## src/sv/mst_pkg.sv

```systemverilog
// ----------------------------------------------------------------------------
// mst_pkg
// Types and event codes shared by the multitouch slot tracker modules.
// ----------------------------------------------------------------------------
package mst_pkg;

  localparam logic [4:0] TYPE_SYN = 5'd0;
  localparam logic [4:0] TYPE_KEY = 5'd1;
  localparam logic [4:0] TYPE_ABS = 5'd3;

  localparam logic [9:0] CODE_REPORT    = 10'd0;
  localparam logic [9:0] CODE_SLOT      = 10'd47;
  localparam logic [9:0] CODE_POS_X     = 10'd53;
  localparam logic [9:0] CODE_POS_Y     = 10'd54;
  localparam logic [9:0] CODE_TRACK_ID  = 10'd57;
  localparam logic [9:0] CODE_TOUCH_BTN = 10'd330;

  typedef struct packed {
    logic [4:0]         event_type;
    logic [9:0]         event_code;
    logic signed [31:0] event_value;
  } event_t;

  typedef struct packed {
    logic               point_present;
    logic signed [31:0] point_tracking_id;
    logic signed [31:0] point_x;
    logic signed [31:0] point_y;
    logic [3:0]         active_count;
    logic               last_of_report;
  } point_t;

  typedef struct packed {
    logic [31:0] touch_id;
    logic [31:0] x_position;
    logic [31:0] y_position;
  } slot_entry_t;

  localparam slot_entry_t ENTRY_RESET = '{
    touch_id:    32'hFFFF_FFFF,
    x_position:  32'd0,
    y_position:  32'd0
  };

  typedef enum logic [2:0] {
    ST_IDLE,
    ST_MERGE,
    ST_EMPTY,
    ST_SCAN,
    ST_LOAD
  } state_t;

endpackage

```

## src/sv/mst_ram.sv

```systemverilog
// ----------------------------------------------------------------------------
// mst_ram
// Generic single-write, single-read RAM with a registered read port.
// ----------------------------------------------------------------------------
module mst_ram #(
  parameter int WIDTH = 96,
  parameter int DEPTH = 10
) (
  input  logic                                   clk,
  input  logic                                   wr_en,
  input  logic [(DEPTH > 1 ? $clog2(DEPTH) : 1)-1:0] wr_addr,
  input  logic [WIDTH-1:0]                       wr_data,
  input  logic                                   rd_en,
  input  logic [(DEPTH > 1 ? $clog2(DEPTH) : 1)-1:0] rd_addr,
  output logic [WIDTH-1:0]                       rd_data
);

  logic [WIDTH-1:0] mem [DEPTH];

  always_ff @(posedge clk) begin
    if (wr_en) begin
      mem[wr_addr] <= wr_data;
    end
    if (rd_en) begin
      rd_data <= mem[rd_addr];
    end
  end

endmodule

```

## src/sv/multitouch_slot_tracker.sv

```systemverilog
// ----------------------------------------------------------------------------
// multitouch_slot_tracker
// Tracks touch slots from raw input events and reports the active contacts.
// ----------------------------------------------------------------------------
// Slot select, touch release and ignored beats are handled in ST_IDLE; id and
// position beats go on to ST_MERGE for the read, merge and write back of the
// slot RAM entry. An empty report passes through ST_EMPTY; any other scans the
// slots in ST_SCAN up to the last active one and emits each active slot from
// ST_LOAD; a stalled waiting result holds the report there. Synchronous active-low
// reset clears the slot controls and the written marks; the RAM is not cleared.
// ----------------------------------------------------------------------------
module multitouch_slot_tracker #(
  parameter int MAX_POINTS = 10
) (
  input  logic            clk,
  input  logic            rst_n,
  input  logic            in_valid,
  output logic            in_stall,
  input  mst_pkg::event_t in_data,
  output logic            out_valid,
  input  logic            out_stall,
  output mst_pkg::point_t out_data
);

  localparam int SW = (MAX_POINTS > 1) ? $clog2(MAX_POINTS) : 1;
  localparam int CW = $clog2(MAX_POINTS + 1);
  localparam int EW = $bits(mst_pkg::slot_entry_t);

  mst_pkg::state_t      state_r, state_nxt;
  logic [SW-1:0]        sel_r, sel_nxt;
  logic [SW-1:0]        ptr_r, ptr_nxt;
  logic [MAX_POINTS-1:0] active_r, active_nxt;
  logic [MAX_POINTS-1:0] written_r, written_nxt;
  logic [CW-1:0]        cnt_r, cnt_nxt;
  logic [CW-1:0]        emit_r, emit_nxt;
  logic [9:0]           pend_code_r, pend_code_nxt;
  logic [31:0]          pend_val_r, pend_val_nxt;
  logic                 out_valid_r, out_valid_nxt;
  mst_pkg::point_t      out_data_r, out_data_nxt;

  logic                 ram_wr_en;
  logic [SW-1:0]        ram_wr_addr;
  mst_pkg::slot_entry_t ram_wr_data;
  logic                 ram_rd_en;
  logic [SW-1:0]        ram_rd_addr;
  logic [EW-1:0]        ram_rd_data;

  mst_pkg::slot_entry_t merge_base;
  mst_pkg::slot_entry_t load_base;
  logic                 out_free;
  logic                 val_neg;
  logic                 old_active;
  logic                 is_last;
  logic [31:0]          cnt_ext;

  mst_ram #(
    .WIDTH (EW),
    .DEPTH (MAX_POINTS)
  ) u_slot_ram (
    .clk     (clk),
    .wr_en   (ram_wr_en),
    .wr_addr (ram_wr_addr),
    .wr_data (ram_wr_data),
    .rd_en   (ram_rd_en),
    .rd_addr (ram_rd_addr),
    .rd_data (ram_rd_data)
  );

  assign in_stall  = (state_r != mst_pkg::ST_IDLE);
  assign out_valid = out_valid_r;
  assign out_data  = out_data_r;

  assign out_free   = !out_valid_r || !out_stall;
  assign val_neg    = in_data.event_value[31];
  assign old_active = active_r[sel_r];
  assign is_last    = (CW'(emit_r + 1'b1) == cnt_r);
  assign cnt_ext    = 32'(cnt_r);

  assign merge_base = written_r[sel_r] ? mst_pkg::slot_entry_t'(ram_rd_data)
                                       : mst_pkg::ENTRY_RESET;
  assign load_base  = written_r[ptr_r] ? mst_pkg::slot_entry_t'(ram_rd_data)
                                       : mst_pkg::ENTRY_RESET;

  always_ff @(posedge clk) begin
    if (!rst_n) begin
      state_r     <= mst_pkg::ST_IDLE;
      sel_r       <= '0;
      ptr_r       <= '0;
      active_r    <= '0;
      written_r   <= '0;
      cnt_r       <= '0;
      emit_r      <= '0;
      out_valid_r <= 1'b0;
    end else begin
      state_r     <= state_nxt;
      sel_r       <= sel_nxt;
      ptr_r       <= ptr_nxt;
      active_r    <= active_nxt;
      written_r   <= written_nxt;
      cnt_r       <= cnt_nxt;
      emit_r      <= emit_nxt;
      out_valid_r <= out_valid_nxt;
    end
  end

  always_ff @(posedge clk) begin
    pend_code_r <= pend_code_nxt;
    pend_val_r  <= pend_val_nxt;
    out_data_r  <= out_data_nxt;
  end

  always_comb begin
    state_nxt     = state_r;
    sel_nxt       = sel_r;
    ptr_nxt       = ptr_r;
    active_nxt    = active_r;
    written_nxt   = written_r;
    cnt_nxt       = cnt_r;
    emit_nxt      = emit_r;
    pend_code_nxt = pend_code_r;
    pend_val_nxt  = pend_val_r;
    out_valid_nxt = out_valid_r && out_stall;
    out_data_nxt  = out_data_r;
    ram_wr_en     = 1'b0;
    ram_wr_addr   = sel_r;
    ram_wr_data   = merge_base;
    ram_rd_en     = 1'b0;
    ram_rd_addr   = sel_r;

    case (pend_code_r)
      mst_pkg::CODE_TRACK_ID: ram_wr_data.touch_id   = pend_val_r;
      mst_pkg::CODE_POS_X:    ram_wr_data.x_position = pend_val_r;
      default:                ram_wr_data.y_position = pend_val_r;
    endcase

    unique case (state_r)
      mst_pkg::ST_IDLE: begin
        if (in_valid) begin
          if (in_data.event_type == mst_pkg::TYPE_ABS) begin
            if (in_data.event_code == mst_pkg::CODE_SLOT) begin
              if (!val_neg && (unsigned'(in_data.event_value) < 32'(MAX_POINTS))) begin
                sel_nxt = in_data.event_value[SW-1:0];
              end else begin
                sel_nxt = '0;
              end
            end else if (in_data.event_code == mst_pkg::CODE_TRACK_ID ||
                         in_data.event_code == mst_pkg::CODE_POS_X ||
                         in_data.event_code == mst_pkg::CODE_POS_Y) begin
              ram_rd_en     = 1'b1;
              pend_code_nxt = in_data.event_code;
              pend_val_nxt  = in_data.event_value;
              state_nxt     = mst_pkg::ST_MERGE;
              if (in_data.event_code == mst_pkg::CODE_TRACK_ID) begin
                active_nxt[sel_r] = !val_neg;
                if (old_active && val_neg) begin
                  cnt_nxt = CW'(cnt_r - 1'b1);
                end else if (!old_active && !val_neg) begin
                  cnt_nxt = CW'(cnt_r + 1'b1);
                end
              end
            end
          end else if (in_data.event_type == mst_pkg::TYPE_KEY &&
                       in_data.event_code == mst_pkg::CODE_TOUCH_BTN &&
                       in_data.event_value == 32'sd0) begin
            active_nxt = '0;
            cnt_nxt    = '0;
          end else if (in_data.event_type == mst_pkg::TYPE_SYN &&
                       in_data.event_code == mst_pkg::CODE_REPORT) begin
            emit_nxt  = '0;
            ptr_nxt   = '0;
            state_nxt = (cnt_r == '0) ? mst_pkg::ST_EMPTY : mst_pkg::ST_SCAN;
          end
        end
      end
      mst_pkg::ST_MERGE: begin
        ram_wr_en          = 1'b1;
        written_nxt[sel_r] = 1'b1;
        state_nxt          = mst_pkg::ST_IDLE;
      end
      mst_pkg::ST_EMPTY: begin
        if (out_free) begin
          out_valid_nxt = 1'b1;
          out_data_nxt  = '{
            point_present:     1'b0,
            point_tracking_id: 32'sd0,
            point_x:           32'sd0,
            point_y:           32'sd0,
            active_count:      4'd0,
            last_of_report:    1'b1
          };
          state_nxt     = mst_pkg::ST_IDLE;
        end
      end
      mst_pkg::ST_SCAN: begin
        ram_rd_addr = ptr_r;
        if (active_r[ptr_r]) begin
          ram_rd_en = 1'b1;
          state_nxt = mst_pkg::ST_LOAD;
        end else begin
          ptr_nxt = SW'(ptr_r + 1'b1);
        end
      end
      mst_pkg::ST_LOAD: begin
        ram_rd_addr = ptr_r;
        if (out_free) begin
          out_valid_nxt = 1'b1;
          out_data_nxt  = '{
            point_present:     1'b1,
            point_tracking_id: load_base.touch_id,
            point_x:           load_base.x_position,
            point_y:           load_base.y_position,
            active_count:      cnt_ext[3:0],
            last_of_report:    is_last
          };
          emit_nxt      = CW'(emit_r + 1'b1);
          ptr_nxt       = SW'(ptr_r + 1'b1);
          state_nxt     = is_last ? mst_pkg::ST_IDLE : mst_pkg::ST_SCAN;
        end
      end
      default: begin
        state_nxt = mst_pkg::ST_IDLE;
      end
    endcase
  end

endmodule

```

## config.mk

```make
export PLATFORM = sky130hd
export DESIGN_NAME = multitouch_slot_tracker
export DESIGN_NICKNAME = d
export VERILOG_FILES = /design/src/sv/mst_pkg.sv /design/src/sv/mst_ram.sv /design/src/sv/multitouch_slot_tracker.sv
export SDC_FILE = /design/constraint.sdc
export NUM_CORES = 1
export LEC_CHECK = 0
export ABC_CLOCK_PERIOD_IN_PS = 9200
export BUFFER_PORTS_ARGS = -buffer_cell sky130_fd_sc_hd__clkbuf_2
export CAP_MARGIN = 30
export CORE_MARGIN = 3
export CORE_UTILIZATION = 56
export DETAILED_ROUTE_END_ITERATION = 8
export PLACE_DENSITY = 0.78
export SETUP_SLACK_MARGIN = 0.1
export SYNTH_ARGS = -nofsm -noshare
export SYNTH_HDL_FRONTEND = slang
export SYNTH_SLANG_ARGS = --single-unit
export TNS_END_PERCENT = 50
```

## constraint.sdc

```tcl
create_clock -name clk -period 9.2 [get_ports clk]
set_input_delay 1.84 -clock clk [delete_from_list [all_inputs] [get_ports clk]]
set_output_delay 1.84 -clock clk [all_outputs]
set_load 0.03 [all_outputs]
```

After elaboration in Yosys (flattened, before gate mapping)
Memory sizes are Yosys's and may differ from the RTL's. A register that Yosys moved wholly into a read port is not among the register bits.
Cells that the tools add are included.
{"block": "word_totals", "output_inout_bits": 104, "elab_cells": 158, "inputBits": 51, "regBits": 184, "mem_count": 1, "mem_bits_rw": 960}
{"memory": "u_slot_ram.mem", "words": 10, "width": 96, "read_ports": 1, "rd_clocked_by_memory_dff": 1, "write_ports": 1, "line": "mst_ram.sv:18", "text": "logic [WIDTH-1:0] mem [DEPTH];"}
{"block": "op_classes", "reduce_logical": 36, "n_mux": 65, "addsub": 4, "n_bitwise": 2, "eq_ne": 30, "magnitude_cmp": 4}
{"cell": "$mux 102", "count": 2}
{"cell": "$pmux 102 s2", "count": 1}
{"cell": "$mux 96", "count": 2}
{"cell": "$mux 32", "count": 3}
{"cell": "$mux 4", "count": 16}
{"cell": "$eq 10x6->1 const B", "count": 6}
{"cell": "$mux 10", "count": 5}
{"cell": "$logic_not 32->1", "count": 1}
{"cell": "$lt 32x4->1 const B", "count": 1}
{"cell": "$mux 3", "count": 9}
{"cell": "$ne 2x2->1 const B", "count": 9}
{"cell": "$bmux 1 s4", "count": 4}
{"cell": "$mux 1", "count": 16}
{"cell": "$reduce_and 7->1", "count": 2}
{"cell": "$add 4x1->4 const B", "count": 3}
{"cell": "$ne 3x3->1 const B", "count": 4}
{"cell": "$pmux 3 s4", "count": 1}
{"cell": "$pmux 4 s3", "count": 1}
{"cell": "$reduce_and 6->1", "count": 2}
{"cell": "$bwmux 10", "count": 1}
{"cell": "$eq 10x9->1 const B", "count": 1}
{"cell": "$logic_not 10->1", "count": 1}
{"cell": "$lt 4x5->1 const B", "count": 2}
{"cell": "$or 10x10->10", "count": 1}
{"cell": "other kinds (28)", "count": 47}

Longest topological paths before layout
{"block": "logic_depth", "depth_word": 10, "ltp_mapped": 13, "depth_no_buf": 10}

Cells and area by module
From an unflattened synthesis, not the netlist that was laid out.
{"block": "hier_totals", "hier_cells": 2999, "area_unflattened_um2": 49645.1}
{"mod": "mst_ram", "cells_each": 2057, "area_per_inst_um2": 40577.7, "seq_area_each_um2": 31710.4, "instances": 1}
{"mod": "multitouch_slot_tracker", "cells_each": 942, "area_per_inst_um2": 9067.4, "seq_area_each_um2": 5124.9, "instances": 1}

Least setup slack after synthesis
OpenSTA, ideal clock, no wires.
{"block": "synth_timing", "path_type": "input-to-reg", "start": "input port out_stall", "end": "register out_data_r, in the netlist out_data[0] (enable)", "required_time_ns": 8.512, "setup_ns": 0.688, "n_path_buf": 0, "cell_stages": 2, "arrival_time_ns": 8.894, "setup_slack_ns": -0.382, "path_cell_list": "and2_1 -> nor3_1"}
{"block": "synth_via", "elab_chain_len": 4, "word_cells_on_any_way": 5, "classes_between": "eq/ne: 2; reduce/logical: 3"}
{"element": "start, declared", "line": "multitouch_slot_tracker.sv:21", "text": "input logic out_stall,"}
{"element": "$logic_not 1->1 *", "line": "multitouch_slot_tracker.sv:73", "text": "assign out_free = !out_valid_r || !out_stall;"}
{"element": "$logic_or 1x1->1 *", "line": "multitouch_slot_tracker.sv:73"}
{"element": "$ne 2x2->1 (no source line)"}
{"element": "$reduce_and 3->1 (no source line) *"}
{"element": "end signal, assigned", "line": "multitouch_slot_tracker.sv:109", "text": "out_data_r <= out_data_nxt;"}
{"element": "end, declared", "line": "multitouch_slot_tracker.sv:39", "text": "mst_pkg::point_t out_data_r, out_data_nxt;"}
Mark *: on every way between the ends. The rest lies on a longest branch, timed or not.
A chain may end at the register's enable or synchronous reset.

Final worst setup path
{"block": "layout_timing", "start": "input port in_data[46] (netlist name)", "end": "register u_slot_ram.rd_data[28], read port of u_slot_ram.mem (enable)"}
{"block": "layout_via", "elab_chain_len": 4}
{"element": "start, declared", "line": "multitouch_slot_tracker.sv:19", "text": "input mst_pkg::event_t in_data,"}
{"element": "$eq 5x2->1", "line": "multitouch_slot_tracker.sv:139", "text": "if (in_data.event_type == mst_pkg::TYPE_ABS) begin"}
{"element": "$mux 1", "line": "multitouch_slot_tracker.sv:139"}
{"element": "$mux 1", "line": "multitouch_slot_tracker.sv:138", "text": "if (in_valid) begin"}
{"element": "$pmux 1 s2", "line": "multitouch_slot_tracker.sv:136", "text": "unique case (state_r)"}
{"element": "named net ram_rd_en", "line": "multitouch_slot_tracker.sv:44", "text": "logic ram_rd_en;"}
{"element": "end, declared", "line": "mst_ram.sv:15", "text": "output logic [WIDTH-1:0] rd_data"}
The timed path passes the listed nets, and every way through them passes these cells.

==> reports/metrics.csv <==
stage,metric,value,unit
timing,finalMaxSlewViolations,0,
synthesis,synth.top_cells.by_count,"sky130_fd_sc_hd__edfxtp_1 (1200), sky130_fd_sc_hd__nand2_1 (599), sky130_fd_sc_hd__nor2_1 (193)",
global_route,vias_in_the_first_global_route,30300,
timing,worst_pin_slew,1.08,ns
place,preCtsSetupSlack,3.92,ns
synthesis,synth_enable_flop_cells,1200,
global_route,global_route_wire_length_before_repair,187000,um
worst_setup_path,ff2ff_setup_slack,5.14,ns
layout,seqCellArea,0.0368,mm2
layout,final_net_count,3593,
global_route,number_of_antenna_violations_at_the_first_check_in_global_routing,3,
drt,routed_wire_length_per_instance,26.7,um
synthesis,syn_inst_count,3455,
timing,worst_slew_margin_rel,27.1,%
synthesis,yosysTopAreaCellShare,73.0,%
timing,fmax,0.214,GHz
floorplan,fp.dieW,303,um
floorplan,die_area,0.0917,mm2
floorplan,io_pins,155,
clock_tree,clock-sinks,1240,
pwr,worst_ir_drop_vdd,164,uV
drt,iteration_count_of_the_initial_detailed_routing_pass,5,
synthesis,synthMostInstantiatedCell,sky130_fd_sc_hd__edfxtp_1,
worst_setup_path,crit-reg2reg-launch,state_r[2],
global_route,grt_overflow,0,
worst_setup_path,critical_path.endpoint_type,flip-flop,
synthesis,asyncSetResetFlopFracSynth,0,%
drt,via_count,30700,
job,drv_cap,0,
layout,post-route-util,63.2,%
global_route,grt.total_usage,27.7,%
worst_setup_path,critical_path.reg2reg.endpoint,u_slot_ram.rd_data[78],
layout,num-fill-cells,6061,
floorplan,die_h,303,um
clock_tree,clock_pin_slew_of_the_registers_on_the_worst_case_setup_and_hold_paths,0.06,ns
worst_hold_path,min_path_type,flip-flop to flip-flop,
timing,timing.clock.skew,0.0373,ns
drt,ant_nets_after_route,0,
synthesis,yosysWarningCount,0,
floorplan,row_count,108,
clock_tree,numCtsBuffers,116,
place,detailedPlacementHpwl,67300,um
synthesis,synthTopCellsByArea,"sky130_fd_sc_hd__edfxtp_1 (73%), sky130_fd_sc_hd__nand2_1 (4.6%), sky130_fd_sc_hd__a211oi_1 (2.5%)",
timing,period_minus_slack,4.66,ns
drt,via_cell_ratio,6.39,
timing,final_worst_path_cycle_share,50.7,%
clock_tree,post_cts_resized,0,
floorplan,core,0.0870,mm2
worst_setup_path,critical_path.max_fanout,53,
worst_hold_path,min_from,written_r[1],
timing,rsz0062_at_grt,no,
clock_tree,tritoncts_clock_tree,done,
floorplan,floorplan.initialDensity,56.7,%
global_route,maximum_number_of_pins_on_one_net_before_global_route_repair,193,
worst_setup_path,timing_worst_setup_path_type,primary input to flip-flop,
drt,postRouteWirelength,128000,um
place,port_buffers,154,
drt,drtIter0Drc,3863,
worst_hold_path,min_delay_worst_endpoint,written_r[1],
layout,drive_above_1_share,12.0,%
pwr,total_leakage_power,19.8,nW
layout,area_delta_synth_final,11.5,%
clock_tree,worst_skew_pair.late_latency,0.70,ns
timing,final-hold-violation-count,0,
worst_hold_path,worstHoldPathCells,1,
worst_setup_path,worst_ep_required_time,9.49,ns
synthesis,synth_area_per_cell,14.3,um2
timing,timing.final.setup_violations,0,
clock_tree,holdBufCountCts,0,
synthesis,synth-main-ff-cell,sky130_fd_sc_hd__edfxtp_1,
drt,drt_drc_violations_left,0,
run_status,run_status,finished clean,
timing,final_critical_path_setup_slack,4.54,ns
pwr,p_per_area,200,mW/mm2
synthesis,netlist.top_cell.by_area,sky130_fd_sc_hd__edfxtp_1,
clock_tree,cts.htree.levels,3,
clock_tree,ctsLongestPathBuffers,3,
place,routabilityCongestion,0.835,
clock_tree,post_cts.repair.setup_buffers,0,
synthesis,netlist-cell-type-count,72,
synthesis,synth.yosys.seq_area_share,74.6,%
timing,timing.setup.tns,0,ns
worst_setup_path,worst_ep_arrival_time,4.96,ns
worst_setup_path,setup.worst_path.start_class,primary input,
worst_setup_path,worst_r2r_path_depth,9,
synthesis,synthesized_nets,3509,
clock_tree,cts-root-buf,sky130_fd_sc_hd__clkbuf_16,
synthesis,syn-cell-area,0.0493,mm2
synthesis,postSynthRegisterBits,1240,
layout,multi_input_area,0.0115,mm2
report_power, final:
part	internal (mW)	switching, mW	leakage (nW)
Sequential	6.10	0.0000644	12.5
Combinational	0.0123	0.0178	5.39
Clock	2.79	2.06	1.88
Total	8.90	2.08	19.8
how the worst max path moves through the flow:
stage          slack [ns]                      to         from  cells after the start
2_1_floorplan        0.15   u_slot_ram.rd_data[0]  in_data[46]                      5
3_3_place_gp         3.97  u_slot_ram.rd_data[20]  in_data[46]                      6
3_5_place_dp         3.92  u_slot_ram.rd_data[20]  in_data[46]                      6
4_1_cts              4.66  u_slot_ram.rd_data[25]  in_data[46]                      6
5_1_grt              4.35  u_slot_ram.rd_data[11]  in_data[46]                      6
6_report             4.54  u_slot_ram.rd_data[28]  in_data[46]                      6
state kept, by name (all words and copies together), names as in the netlist:
register / count
u_slot_ram.mem: 960
out_data: 102
u_slot_ram.rd_data: 96
pend_val_r: 32
active_r: 10
pend_code_r: 10
written_r: 10
cnt_r: 4
emit_r: 4
ptr_r: 4
ram_wr_addr: 4
state_r: 3
out_valid: 1
metal layers:
| metal | track usage (%) | vias to the layer above | part of all wire, % |
|---|---|---|---|
| met2 | 45.1 | 1952 | 48 |
| met5 | 0 | - | 0.032 |
| met3 | 6.21 | 353 | 12 |
| met1 | 35.1 | 15000 | 35 |
| met4 | 14.6 | 6 | 5.4 |
| li1 | - | 13300 | - |
cells by family after synthesis:
family	share of synthesized area, %
simple gates	11.8
flops	74.6
compound gates	8.96
buf+inv	2.52
mux	1.81
xor+xnor	0.195
fa+ha+maj	0.0761
critical path, cell delays in order:
cell	delay [ns]
sky130_fd_sc_hd__clkbuf_2	0.09
sky130_fd_sc_hd__nor3_1	0.22
sky130_fd_sc_hd__nand3_1	0.61
sky130_fd_sc_hd__nor4_2	0.51
sky130_fd_sc_hd__a21o_4	0.69
sky130_fd_sc_hd__buf_4	0.91
through the flow:
step	cell area, um2	hold slack, ns	std cells	total power [mW]
detailed placement	51100	0.480	4575	6.25
finish	55000	0.493	4797	11.0
floorplan	49400	0.452	3455	6.23
CTS	55000	0.494	4794	11.0
global placement	51000	0.462	4570	6.25
global route	55000	0.503	4795	11.2
cell type report:
type | instances | share of cell area (%)
tap | 1155 | 2.63
inverter | 5 | 0.0341
timing repair buffer | 212 | 2.44
sequential | 1240 | 67.0
clock buffer | 138 | 5.47
multi-input combinational | 1964 | 20.9
clock inverter | 81 | 1.60
antenna | 2 | 0.00910
layout by cell type, fill, tap and decap left out, drive strengths merged, types with 43 or more instances in the layout:
cell type / synthesis / routed
o21ai: 116 / 116
clkbuf: 131 / 293
a21oi: 43 / 43
and3: 164 / 164
a211oi: 162 / 162
o211a: 66 / 66
nand2: 601 / 601
a31oi: 66 / 66
nor2: 193 / 193
edfxtp: 1200 / 1200
buf: 115 / 57
clkinv: 0 / 52
nand3: 146 / 146
mux2i: 71 / 71
and2: 80 / 80
a32oi: 65 / 65
(Power assumes the default switching activity.)
